[src/hdl/assert_macros.svh]
// ----------------------------------------------------------------------------
// assertion macros
// shared concurrent assertion forms for the sorter
// ----------------------------------------------------------------------------
`ifndef ASSERT_MACROS_SVH
`define ASSERT_MACROS_SVH

// same-cycle implication, disabled while reset is low
`define KSS_ASSERT_IMP(name, clk, rstn, ante, cons) \
  name: assert property (@(posedge clk) disable iff (!(rstn)) (ante) |-> (cons)) \
    else $error("assertion failed");

// next-cycle implication, disabled while reset is low
`define KSS_ASSERT_NXT(name, clk, rstn, ante, cons) \
  name: assert property (@(posedge clk) disable iff (!(rstn)) (ante) |=> (cons)) \
    else $error("assertion failed");

`endif

[src/hdl/kss_pkg.sv]
// ----------------------------------------------------------------------------
// kss_pkg
// shared types and constants of the nearly sorted stream sorter
// ----------------------------------------------------------------------------
package kss_pkg;

  localparam int VALUE_W        = 32;
  localparam int WIN_W          = 5;
  localparam logic [WIN_W-1:0] WIN_RESET = 5'd16;
  localparam int WINDOW_MAX_DEF = 16;

  // command queue between front and back
  localparam int CMD_DEPTH = 2;
  localparam int CMD_AW    = $clog2(CMD_DEPTH);

  typedef enum logic {
    ST_IDLE,
    ST_DRAIN
  } kss_state_e;

  typedef struct packed {
    logic idle;
    logic draining;
  } kss_status_t;

endpackage

[src/hdl/kss_in_if.sv]
// ----------------------------------------------------------------------------
// kss_in_if
// input sample channel: value and end-of-sequence mark
// ----------------------------------------------------------------------------
interface kss_in_if import kss_pkg::*; ();
  logic               valid;
  logic               ready;
  logic [VALUE_W-1:0] sample_value;
  logic               end_of_sequence;

  modport source (output valid, output sample_value, output end_of_sequence, input ready);
  modport sink   (input valid, input sample_value, input end_of_sequence, output ready);
endinterface

[src/hdl/kss_out_if.sv]
// ----------------------------------------------------------------------------
// kss_out_if
// result channel: sorted value and final mark
// ----------------------------------------------------------------------------
interface kss_out_if import kss_pkg::*; ();
  logic               valid;
  logic               ready;
  logic [VALUE_W-1:0] sorted_value;
  logic               final_flag;

  modport source (output valid, output sorted_value, output final_flag, input ready);
  modport sink   (input valid, input sorted_value, input final_flag, output ready);
endinterface

[src/hdl/kss_cfg_if.sv]
// ----------------------------------------------------------------------------
// kss_cfg_if
// configuration write channel for the window size register
// ----------------------------------------------------------------------------
interface kss_cfg_if import kss_pkg::*; ();
  logic             valid;
  logic             ready;
  logic [WIN_W-1:0] window_size;

  modport source (output valid, output window_size, input ready);
  modport sink   (input valid, input window_size, output ready);
endinterface

[src/hdl/kss_cmd_fifo.sv]
// ----------------------------------------------------------------------------
// kss_cmd_fifo
// short command queue decoupling the front end from the sorting back end
// ----------------------------------------------------------------------------
module kss_cmd_fifo import kss_pkg::*; #(
  parameter int W = 1
) (
  input  logic         clk_i,
  input  logic         rst_ni,
  input  logic         push_valid_i,
  output logic         push_ready_o,
  input  logic [W-1:0] push_data_i,
  output logic         pop_valid_o,
  input  logic         pop_ready_i,
  output logic [W-1:0] pop_data_o
);

  logic [W-1:0]      mem_q [CMD_DEPTH];
  logic [CMD_AW-1:0] wr_ptr_q, wr_ptr_d;
  logic [CMD_AW-1:0] rd_ptr_q, rd_ptr_d;
  logic [CMD_AW:0]   fill_q, fill_d;
  logic              push, pop;

  assign push_ready_o = (fill_q != (CMD_AW+1)'(CMD_DEPTH));
  assign pop_valid_o  = (fill_q != '0);
  assign pop_data_o   = mem_q[rd_ptr_q];

  assign push = push_valid_i && push_ready_o;
  assign pop  = pop_valid_o && pop_ready_i;

  always_comb begin
    wr_ptr_d = wr_ptr_q;
    rd_ptr_d = rd_ptr_q;
    fill_d   = fill_q;
    if (push) begin
      wr_ptr_d = (wr_ptr_q == CMD_AW'(CMD_DEPTH - 1)) ? '0 : wr_ptr_q + 1'b1;
    end
    if (pop) begin
      rd_ptr_d = (rd_ptr_q == CMD_AW'(CMD_DEPTH - 1)) ? '0 : rd_ptr_q + 1'b1;
    end
    if (push && !pop) begin
      fill_d = fill_q + 1'b1;
    end else if (pop && !push) begin
      fill_d = fill_q - 1'b1;
    end
  end

  always_ff @(posedge clk_i or negedge rst_ni) begin
    if (!rst_ni) begin
      wr_ptr_q <= '0;
      rd_ptr_q <= '0;
      fill_q   <= '0;
    end else begin
      wr_ptr_q <= wr_ptr_d;
      rd_ptr_q <= rd_ptr_d;
      fill_q   <= fill_d;
    end
  end

  always_ff @(posedge clk_i) begin
    if (push) begin
      mem_q[wr_ptr_q] <= push_data_i;
    end
  end

endmodule

[src/hdl/kss_front.sv]
// ----------------------------------------------------------------------------
// kss_front
// takes samples and window writes, tags each sample with its keep count
// ----------------------------------------------------------------------------
module kss_front import kss_pkg::*; #(
  parameter int WINDOW_MAX = WINDOW_MAX_DEF,
  parameter int CNT_W      = $clog2(WINDOW_MAX + 1)
) (
  input  logic                       clk_i,
  input  logic                       rst_ni,
  kss_in_if.sink                     src_i,
  kss_cfg_if.sink                    cfg_i,
  output logic                       cmd_valid_o,
  input  logic                       cmd_ready_i,
  output logic [CNT_W+VALUE_W:0]     cmd_data_o
);

  logic [WIN_W-1:0] win_q;
  logic [CNT_W-1:0] eff_win;
  logic [CNT_W-1:0] keep;

  assign cfg_i.ready = 1'b1;

  always_ff @(posedge clk_i or negedge rst_ni) begin
    if (!rst_ni) begin
      win_q <= WIN_RESET;
    end else if (cfg_i.valid) begin
      win_q <= cfg_i.window_size;
    end
  end

  // zero acts as one, anything above the store size is clamped
  always_comb begin
    if (win_q == '0) begin
      eff_win = CNT_W'(1);
    end else if (32'(win_q) > 32'(WINDOW_MAX)) begin
      eff_win = CNT_W'(WINDOW_MAX);
    end else begin
      eff_win = CNT_W'(win_q);
    end
  end

  // entries left in the heap once this item is done
  assign keep = src_i.end_of_sequence ? '0 : eff_win - 1'b1;

  assign cmd_valid_o = src_i.valid;
  assign src_i.ready = cmd_ready_i;
  assign cmd_data_o  = {keep, src_i.end_of_sequence, src_i.sample_value};

endmodule

[src/hdl/kss_back.sv]
// ----------------------------------------------------------------------------
// kss_back
// sorted register store: one insert per command, then pops down to keep count
// ----------------------------------------------------------------------------
module kss_back import kss_pkg::*; #(
  parameter int WINDOW_MAX = WINDOW_MAX_DEF,
  parameter int CNT_W      = $clog2(WINDOW_MAX + 1)
) (
  input  logic                   clk_i,
  input  logic                   rst_ni,
  input  logic                   cmd_valid_i,
  output logic                   cmd_ready_o,
  input  logic [CNT_W+VALUE_W:0] cmd_data_i,
  kss_out_if.source              res_o,
  output logic [CNT_W-1:0]       count_o,
  output kss_status_t            status_o
);

  kss_state_e         state_q, state_d;
  logic [CNT_W-1:0]   cnt_q, cnt_d;
  logic [CNT_W-1:0]   keep_q;
  logic               last_q;
  logic [VALUE_W-1:0] ent_q [WINDOW_MAX];
  logic [VALUE_W-1:0] ent_d [WINDOW_MAX];
  logic [WINDOW_MAX-1:0] gt;

  logic               out_vld_q;
  logic [VALUE_W-1:0] out_val_q;
  logic               out_fin_q;

  logic [VALUE_W-1:0] cmd_value;
  logic               cmd_last;
  logic [CNT_W-1:0]   cmd_keep;
  logic               slot_free;
  logic               ins, pop, above_keep;

  assign cmd_value = cmd_data_i[VALUE_W-1:0];
  assign cmd_last  = cmd_data_i[VALUE_W];
  assign cmd_keep  = cmd_data_i[CNT_W+VALUE_W:VALUE_W+1];

  assign slot_free  = !out_vld_q || res_o.ready;
  assign above_keep = (cnt_q > keep_q);

  // next state
  always_comb begin
    state_d = state_q;
    case (state_q)
      ST_IDLE: begin
        if (cmd_valid_i) begin
          state_d = ST_DRAIN;
        end
      end
      ST_DRAIN: begin
        if (!above_keep || (pop && (cnt_q - 1'b1 == keep_q))) begin
          state_d = ST_IDLE;
        end
      end
      default: state_d = ST_IDLE;
    endcase
  end

  // fsm outputs
  always_comb begin
    cmd_ready_o = 1'b0;
    ins         = 1'b0;
    pop         = 1'b0;
    case (state_q)
      ST_IDLE: begin
        cmd_ready_o = 1'b1;
        ins         = cmd_valid_i;
      end
      ST_DRAIN: begin
        pop = above_keep && slot_free;
      end
      default: ;
    endcase
  end

  // store stays ascending; empty slots count as larger than anything
  for (genvar g = 0; g < WINDOW_MAX; g++) begin : g_ent
    logic [VALUE_W-1:0] ins_val;
    logic [VALUE_W-1:0] pop_val;

    assign gt[g] = (CNT_W'(g) < cnt_q) ? ($signed(cmd_value) < $signed(ent_q[g])) : 1'b1;

    if (g == 0) begin : g_first
      assign ins_val = gt[g] ? cmd_value : ent_q[g];
    end else begin : g_rest
      assign ins_val = gt[g] ? (gt[g-1] ? ent_q[g-1] : cmd_value) : ent_q[g];
    end

    if (g == WINDOW_MAX - 1) begin : g_top
      assign pop_val = ent_q[g];
    end else begin : g_mid
      assign pop_val = ent_q[g+1];
    end

    assign ent_d[g] = ins ? ins_val : (pop ? pop_val : ent_q[g]);
  end

  always_comb begin
    cnt_d = cnt_q;
    if (ins) begin
      cnt_d = cnt_q + 1'b1;
    end else if (pop) begin
      cnt_d = cnt_q - 1'b1;
    end
  end

  always_ff @(posedge clk_i or negedge rst_ni) begin
    if (!rst_ni) begin
      state_q   <= ST_IDLE;
      cnt_q     <= '0;
      out_vld_q <= 1'b0;
    end else begin
      state_q <= state_d;
      cnt_q   <= cnt_d;
      if (pop) begin
        out_vld_q <= 1'b1;
      end else if (res_o.ready) begin
        out_vld_q <= 1'b0;
      end
    end
  end

  always_ff @(posedge clk_i) begin
    ent_q <= ent_d;
    if (ins) begin
      keep_q <= cmd_keep;
      last_q <= cmd_last;
    end
    if (pop) begin
      out_val_q <= ent_q[0];
      out_fin_q <= last_q && (cnt_q == CNT_W'(1));
    end
  end

  assign res_o.valid        = out_vld_q;
  assign res_o.sorted_value = out_val_q;
  assign res_o.final_flag   = out_fin_q;

  assign count_o           = cnt_q;
  assign status_o.idle     = (state_q == ST_IDLE);
  assign status_o.draining = (state_q == ST_DRAIN);

endmodule

[src/hdl/k_sorted_stream_heap_sorter.sv]
// ----------------------------------------------------------------------------
// k_sorted_stream_heap_sorter
// sorts a nearly sorted stream through a window of ascending registers
// ----------------------------------------------------------------------------
// channel  dir  handshake     payload
// src_i    in   valid/ready   sample_value, end_of_sequence
// res_o    out  valid/ready   sorted_value, final_flag
// cfg_i    in   valid/ready   window_size (ready always high)
//
// an item is inserted while the back end is idle, then the drain state pops results
// until the count is down to its keep count; the back end handles one item at a time
// the command queue registers each sample between its transfer and its insert
// reset clears the window count and sets window_size to 16, no clearing pass
// a two-entry command queue lets samples arrive while the back end drains
// a stalled result holds in the output register while the next pop waits
// ----------------------------------------------------------------------------
`include "assert_macros.svh"

module k_sorted_stream_heap_sorter import kss_pkg::*; #(
  parameter int WINDOW_MAX = WINDOW_MAX_DEF
) (
  input  logic      clk_i,
  input  logic      rst_ni,
  kss_in_if.sink    src_i,
  kss_out_if.source res_o,
  kss_cfg_if.sink   cfg_i
);

  localparam int CNT_W = $clog2(WINDOW_MAX + 1);
  localparam int CMD_W = CNT_W + VALUE_W + 1;

  logic             fr_valid, fr_ready;
  logic [CMD_W-1:0] fr_data;
  logic             cmd_valid, cmd_ready;
  logic [CMD_W-1:0] cmd_data;
  logic [CNT_W-1:0] heap_cnt;
  kss_status_t      back_sts;

  kss_front #(
    .WINDOW_MAX (WINDOW_MAX),
    .CNT_W      (CNT_W)
  ) u_front (
    .clk_i       (clk_i),
    .rst_ni      (rst_ni),
    .src_i       (src_i),
    .cfg_i       (cfg_i),
    .cmd_valid_o (fr_valid),
    .cmd_ready_i (fr_ready),
    .cmd_data_o  (fr_data)
  );

  kss_cmd_fifo #(
    .W (CMD_W)
  ) u_fifo (
    .clk_i        (clk_i),
    .rst_ni       (rst_ni),
    .push_valid_i (fr_valid),
    .push_ready_o (fr_ready),
    .push_data_i  (fr_data),
    .pop_valid_o  (cmd_valid),
    .pop_ready_i  (cmd_ready),
    .pop_data_o   (cmd_data)
  );

  kss_back #(
    .WINDOW_MAX (WINDOW_MAX),
    .CNT_W      (CNT_W)
  ) u_back (
    .clk_i       (clk_i),
    .rst_ni      (rst_ni),
    .cmd_valid_i (cmd_valid),
    .cmd_ready_o (cmd_ready),
    .cmd_data_i  (cmd_data),
    .res_o       (res_o),
    .count_o     (heap_cnt),
    .status_o    (back_sts)
  );

  // the store never overflows
  `KSS_ASSERT_IMP(a_count_bound, clk_i, rst_ni, 1'b1, heap_cnt <= CNT_W'(WINDOW_MAX))
  // a command taken while idle adds exactly one entry
  `KSS_ASSERT_NXT(a_insert_grows, clk_i, rst_ni, back_sts.idle && cmd_valid, heap_cnt == $past(heap_cnt) + 1'b1)
  // draining never adds entries
  `KSS_ASSERT_NXT(a_drain_shrinks, clk_i, rst_ni, back_sts.draining, heap_cnt <= $past(heap_cnt))

endmodule
[src/flat_wrapper.sv]
// flat-port wrapper written by rule: the top's interface ports become plain ports
module k_sorted_stream_heap_sorter_flat import kss_pkg::*;
#(
  parameter int WINDOW_MAX = WINDOW_MAX_DEF
)
  (clk_i, rst_ni, src_i_valid, src_i_sample_value, src_i_end_of_sequence, src_i_ready, res_o_valid, res_o_sorted_value, res_o_final_flag, res_o_ready, cfg_i_valid, cfg_i_window_size, cfg_i_ready);
  kss_in_if src_i_i ();
  kss_out_if res_o_i ();
  kss_cfg_if cfg_i_i ();
  input  logic clk_i;
  input  logic rst_ni;
  input wire logic [$bits(src_i_i.valid)-1:0] src_i_valid;
  input wire logic [$bits(src_i_i.sample_value)-1:0] src_i_sample_value;
  input wire logic [$bits(src_i_i.end_of_sequence)-1:0] src_i_end_of_sequence;
  output wire logic [$bits(src_i_i.ready)-1:0] src_i_ready;
  output wire logic [$bits(res_o_i.valid)-1:0] res_o_valid;
  output wire logic [$bits(res_o_i.sorted_value)-1:0] res_o_sorted_value;
  output wire logic [$bits(res_o_i.final_flag)-1:0] res_o_final_flag;
  input wire logic [$bits(res_o_i.ready)-1:0] res_o_ready;
  input wire logic [$bits(cfg_i_i.valid)-1:0] cfg_i_valid;
  input wire logic [$bits(cfg_i_i.window_size)-1:0] cfg_i_window_size;
  output wire logic [$bits(cfg_i_i.ready)-1:0] cfg_i_ready;
  assign src_i_i.valid = src_i_valid;
  assign src_i_i.sample_value = src_i_sample_value;
  assign src_i_i.end_of_sequence = src_i_end_of_sequence;
  assign src_i_ready = src_i_i.ready;
  assign res_o_valid = res_o_i.valid;
  assign res_o_sorted_value = res_o_i.sorted_value;
  assign res_o_final_flag = res_o_i.final_flag;
  assign res_o_i.ready = res_o_ready;
  assign cfg_i_i.valid = cfg_i_valid;
  assign cfg_i_i.window_size = cfg_i_window_size;
  assign cfg_i_ready = cfg_i_i.ready;
  k_sorted_stream_heap_sorter #(.WINDOW_MAX(WINDOW_MAX)) u_core (.clk_i(clk_i), .rst_ni(rst_ni), .src_i(src_i_i), .res_o(res_o_i), .cfg_i(cfg_i_i));
endmodule
[config.mk]
export PLATFORM = sky130hd
export DESIGN_NAME = k_sorted_stream_heap_sorter_flat
export DESIGN_NICKNAME = d
export VERILOG_FILES = /design/src/hdl/kss_pkg.sv /design/src/hdl/kss_in_if.sv /design/src/hdl/kss_out_if.sv /design/src/hdl/kss_cfg_if.sv /design/src/hdl/kss_cmd_fifo.sv /design/src/hdl/kss_front.sv /design/src/hdl/kss_back.sv /design/src/hdl/k_sorted_stream_heap_sorter.sv /design/src/flat_wrapper.sv
export VERILOG_INCLUDE_DIRS = /design/src /design/src/hdl
export SDC_FILE = /design/constraint.sdc
export NUM_CORES = 2
export LEC_CHECK = 0
export BUFFER_PORTS_ARGS = -buffer_cell sky130_fd_sc_hd__buf_2
export CELL_PAD_IN_SITES_DETAIL_PLACEMENT = 1
export CELL_PAD_IN_SITES_GLOBAL_PLACEMENT = 1
export CORE_ASPECT_RATIO = 0.75
export CORE_MARGIN = 3
export CORE_UTILIZATION = 45
export DETAILED_ROUTE_END_ITERATION = 16
export PLACE_DENSITY_LB_ADDON = 0.1
export SYNTH_ARGS = -nofsm -noshare
export SYNTH_HDL_FRONTEND = slang
export SYNTH_HIERARCHICAL = 1
export SYNTH_SLANG_ARGS = --single-unit
[constraint.sdc]
create_clock -name clk_i -period 17.98 [get_ports clk_i]
set_clock_uncertainty 0.15 [all_clocks]
set_input_delay 0.899 -clock clk_i [delete_from_list [all_inputs] [get_ports clk_i]]
set_output_delay 0.899 -clock clk_i [all_outputs]
set_load 0.02 [all_outputs]
==> run_results.csv <==
group,metric,value,unit
global_route,antenna_found_initial,1,
placement,portBuffers,77,
timing,worst_slew_pin_slew,1.191,ns
synthesis,synth_cells,4077,
synthesis,syn_area,42380,um2
timing,fin_hold_ws,0.06326,ns
clock_tree,cts-root-buf,"clkbuf_16",
placement,dp.cells,5159,
drt,drc_errors,0,
synthesis,avgSynthCellArea,10.40,um2
floorplan,die-area,97940,um2
drt,drt_iter0_markers,2670,
timing,min_period,5.703,ns
cells_and_area,insertedDiodeCount,0,
drt,viasPerCell,5.994,
floorplan,die_w,360.4,um
critical_path,r2r_end,"u_core/u_back/g_ent[10].pop_val[18]",
cells_and_area,areaGrowthSynthToFinish,8.382,%
status,status,"completed",
placement,dp.final_hpwl,92510,um
timing,finalHoldViolCount,0,
timing,rsz0062_at_grt,"false",
clock_tree,cts_made_buffers,74,
clock_tree,htreeDepth,3,
drt,firstDrtPassIters,6,
drt,vias,31740,
global_route,grt.total_usage,25.69,%
clock_tree,hold_buffers,0,
hold_path,worstHoldPathType,"input pin to async pin",
critical_path,path_cells,"buf_4 > mux2_2 > ha_1 > a21oi_1 > o21ai_0 > a221oi_1 > o211ai_1 > a31oi_1 > mux2i_4 > buf_4 > nand2_1 > nand2_1 > buf_4",
timing,slew_violations,0,
clock_tree,postCtsSetupBuffers,0,
critical_path,crit_path_start_kind,"flip-flop",
cells_and_area,final_layout_size_suffix_gt1_share,7.566,%
floorplan,die_h,271.8,um
global_route,overflow,0,
timing,fmax,175.4,MHz
drt,routedWlPerCell,24.05,um
timing,setup_viol,0,
timing,finalSetupTns,0,ns
global_route,grt_max_degree,200,
critical_path,endpoint_kind,"flip-flop",
clock_tree,path_clk_slew,0.06,ns
global_route,grt_pass1_vias,32410,
cells_and_area,layout.cells.non_filler,5296,
global_route,grt_pass1_wl,197300,um
critical_path,crit_type,"flip-flop to flip-flop",
floorplan,io_pins,79,
drt,drtAntennaViolNets,0,
critical_path,cp.required,18.13,ns
placement,pre_cts_slack,12.36,ns
critical_path,crit_top_cell,"buf_4",
floorplan,core-area,92370,um2
clock_tree,post_cts_resized,0,
critical_path,reg2reg_from,"u_core/u_fifo/rd_ptr_q",
clock_tree,cts_buffer_depth,3,
cells_and_area,nets,4559,
drt,routed_wl,127400,um
critical_path,rrSetupSlack,12.28,ns
placement,place.gp.congestion,0.8344,
clock_tree,cts_tree,"done",
timing,layout_setup_ws,12.28,ns
clock_tree,cts_sinks,643,
floorplan,rows,96,
critical_path,critPathMaxStageDelay,0.76,ns
critical_path,worstPathArrival,5.85,ns
clock_tree,clk_latency,0.67,ns
timing,fin_crit_sh,31.72,%
synthesis,ys_warn_count,6,
run,cap_violations,0,
timing,maxSlewHeadroom,20.28,%
critical_path,worstRegToRegCells,13,
critical_path,slowest_stage,"mux2_2",
floorplan,initial_core_util,45.88,%
synthesis,syn-num-nets,4626,
critical_path,cp_max_fo,65,
how the worst max path moves through the flow:
stage,to,slack [ns],startpoint,depth (start not counted)
detailed placement,u_core/u_back/g_ent[10].pop_val[20],12.36,u_core/u_fifo/rd_ptr_q,13
CTS,u_core/u_back/g_ent[10].pop_val[18],12.26,u_core/u_fifo/rd_ptr_q,13
finish,u_core/u_back/g_ent[10].pop_val[18],12.28,u_core/u_fifo/rd_ptr_q,13
floorplan,u_core/u_back/g_ent[7].pop_val[0],12.19,u_core/u_fifo/rd_ptr_q,12
global route,u_core/u_back/g_ent[3].pop_val[24],12.10,u_core/u_fifo/rd_ptr_q,13
global placement,u_core/u_back/g_ent[10].pop_val[22],12.45,u_core/u_fifo/rd_ptr_q,13
routing by layer:
metal  vias to the layer above  part of all wire (%)  track usage (%)
met5                         -                     0                0
met4                         0                   2.1            5.920
met3                       151                   5.2            3.441
met2                       841                    41            36.96
met1                     15720                    52            40.52
li1                      15040                     -                -
registers in the layout (all words and copies together) (netlist names), 2 cells and up:
register and count:
u_core/u_fifo/mem_q 76, u_core/u_back/keep_q 5, u_core/u_back/count_o 5, u_core/u_fifo/fill_q 2
u_core/u_back/g_ent.pop_val 480, u_core/u_back/res_o.sorted_value 32, u_core/u_front/win_q 5, u_core/u_back/ent_q 32
layout make-up:
cell class	count	area, um2
multi-input combinational	2642	20040
clock buffer	98	2026
sequential	643	19230
clock inverter	39	347.8
tap	1225	1533
fill	10050	46440
timing repair buffer	125	783.3
inverter	524	1974
through the flow:
| stage | util, % | area (um2) |
|---|---|---|
| 2_1_floorplan | - | 42380 |
| 3_3_place_gp | 47.16 | 43560 |
| 4_1_cts | 49.73 | 45930 |
| 6_report | 49.73 | 45930 |
| 3_5_place_dp | 47.16 | 43560 |
| 5_1_grt | 49.73 | 45930 |
critical path, delay by kind of cell, from the launching register on:
kind	cells	cell delay, ns
AOI/OAI and AO/OA	5	1.31
adders and majority gates	1	0.37
buffers and inverters	3	1.55
DFF	1	0.34
muxes	2	1.04
and+or+nand+nor	2	0.42
cells in the final DEF, fill, tap and decap left out, types with 6 or more instances in the layout:
cell type	n
o21ai_0	110
ha_1	506
a21o_1	45
nor4_1	22
edfxtp_1	627
a31oi_1	11
a211oi_1	16
o21ai_4	7
nor2b_1	16
o21a_1	9
nand3_1	290
xnor2_1	9
nor3_1	30
mux2_1	32
buf_4	45
dfrtp_1	14
mux2i_1	192
nand2_1	371
nand4_1	77
nand2b_1	17
o21ai_1	191
clkinv_1	16
clkbuf_16	77
o21bai_1	8
o221ai_1	248
a221oi_1	17
xor2_1	6
mux2_2	35
inv_1	523
nor2_1	62
a21oi_1	187
a2111o_1	10
o211ai_1	31
clkinv_2	13
buf_2	77
clkbuf_1	19
mux2_4	10
mux2i_4	11
Power is left out: the tool's default activity adds up to more than one toggle a clock period on the data nets, which glitch-free logic cannot reach.
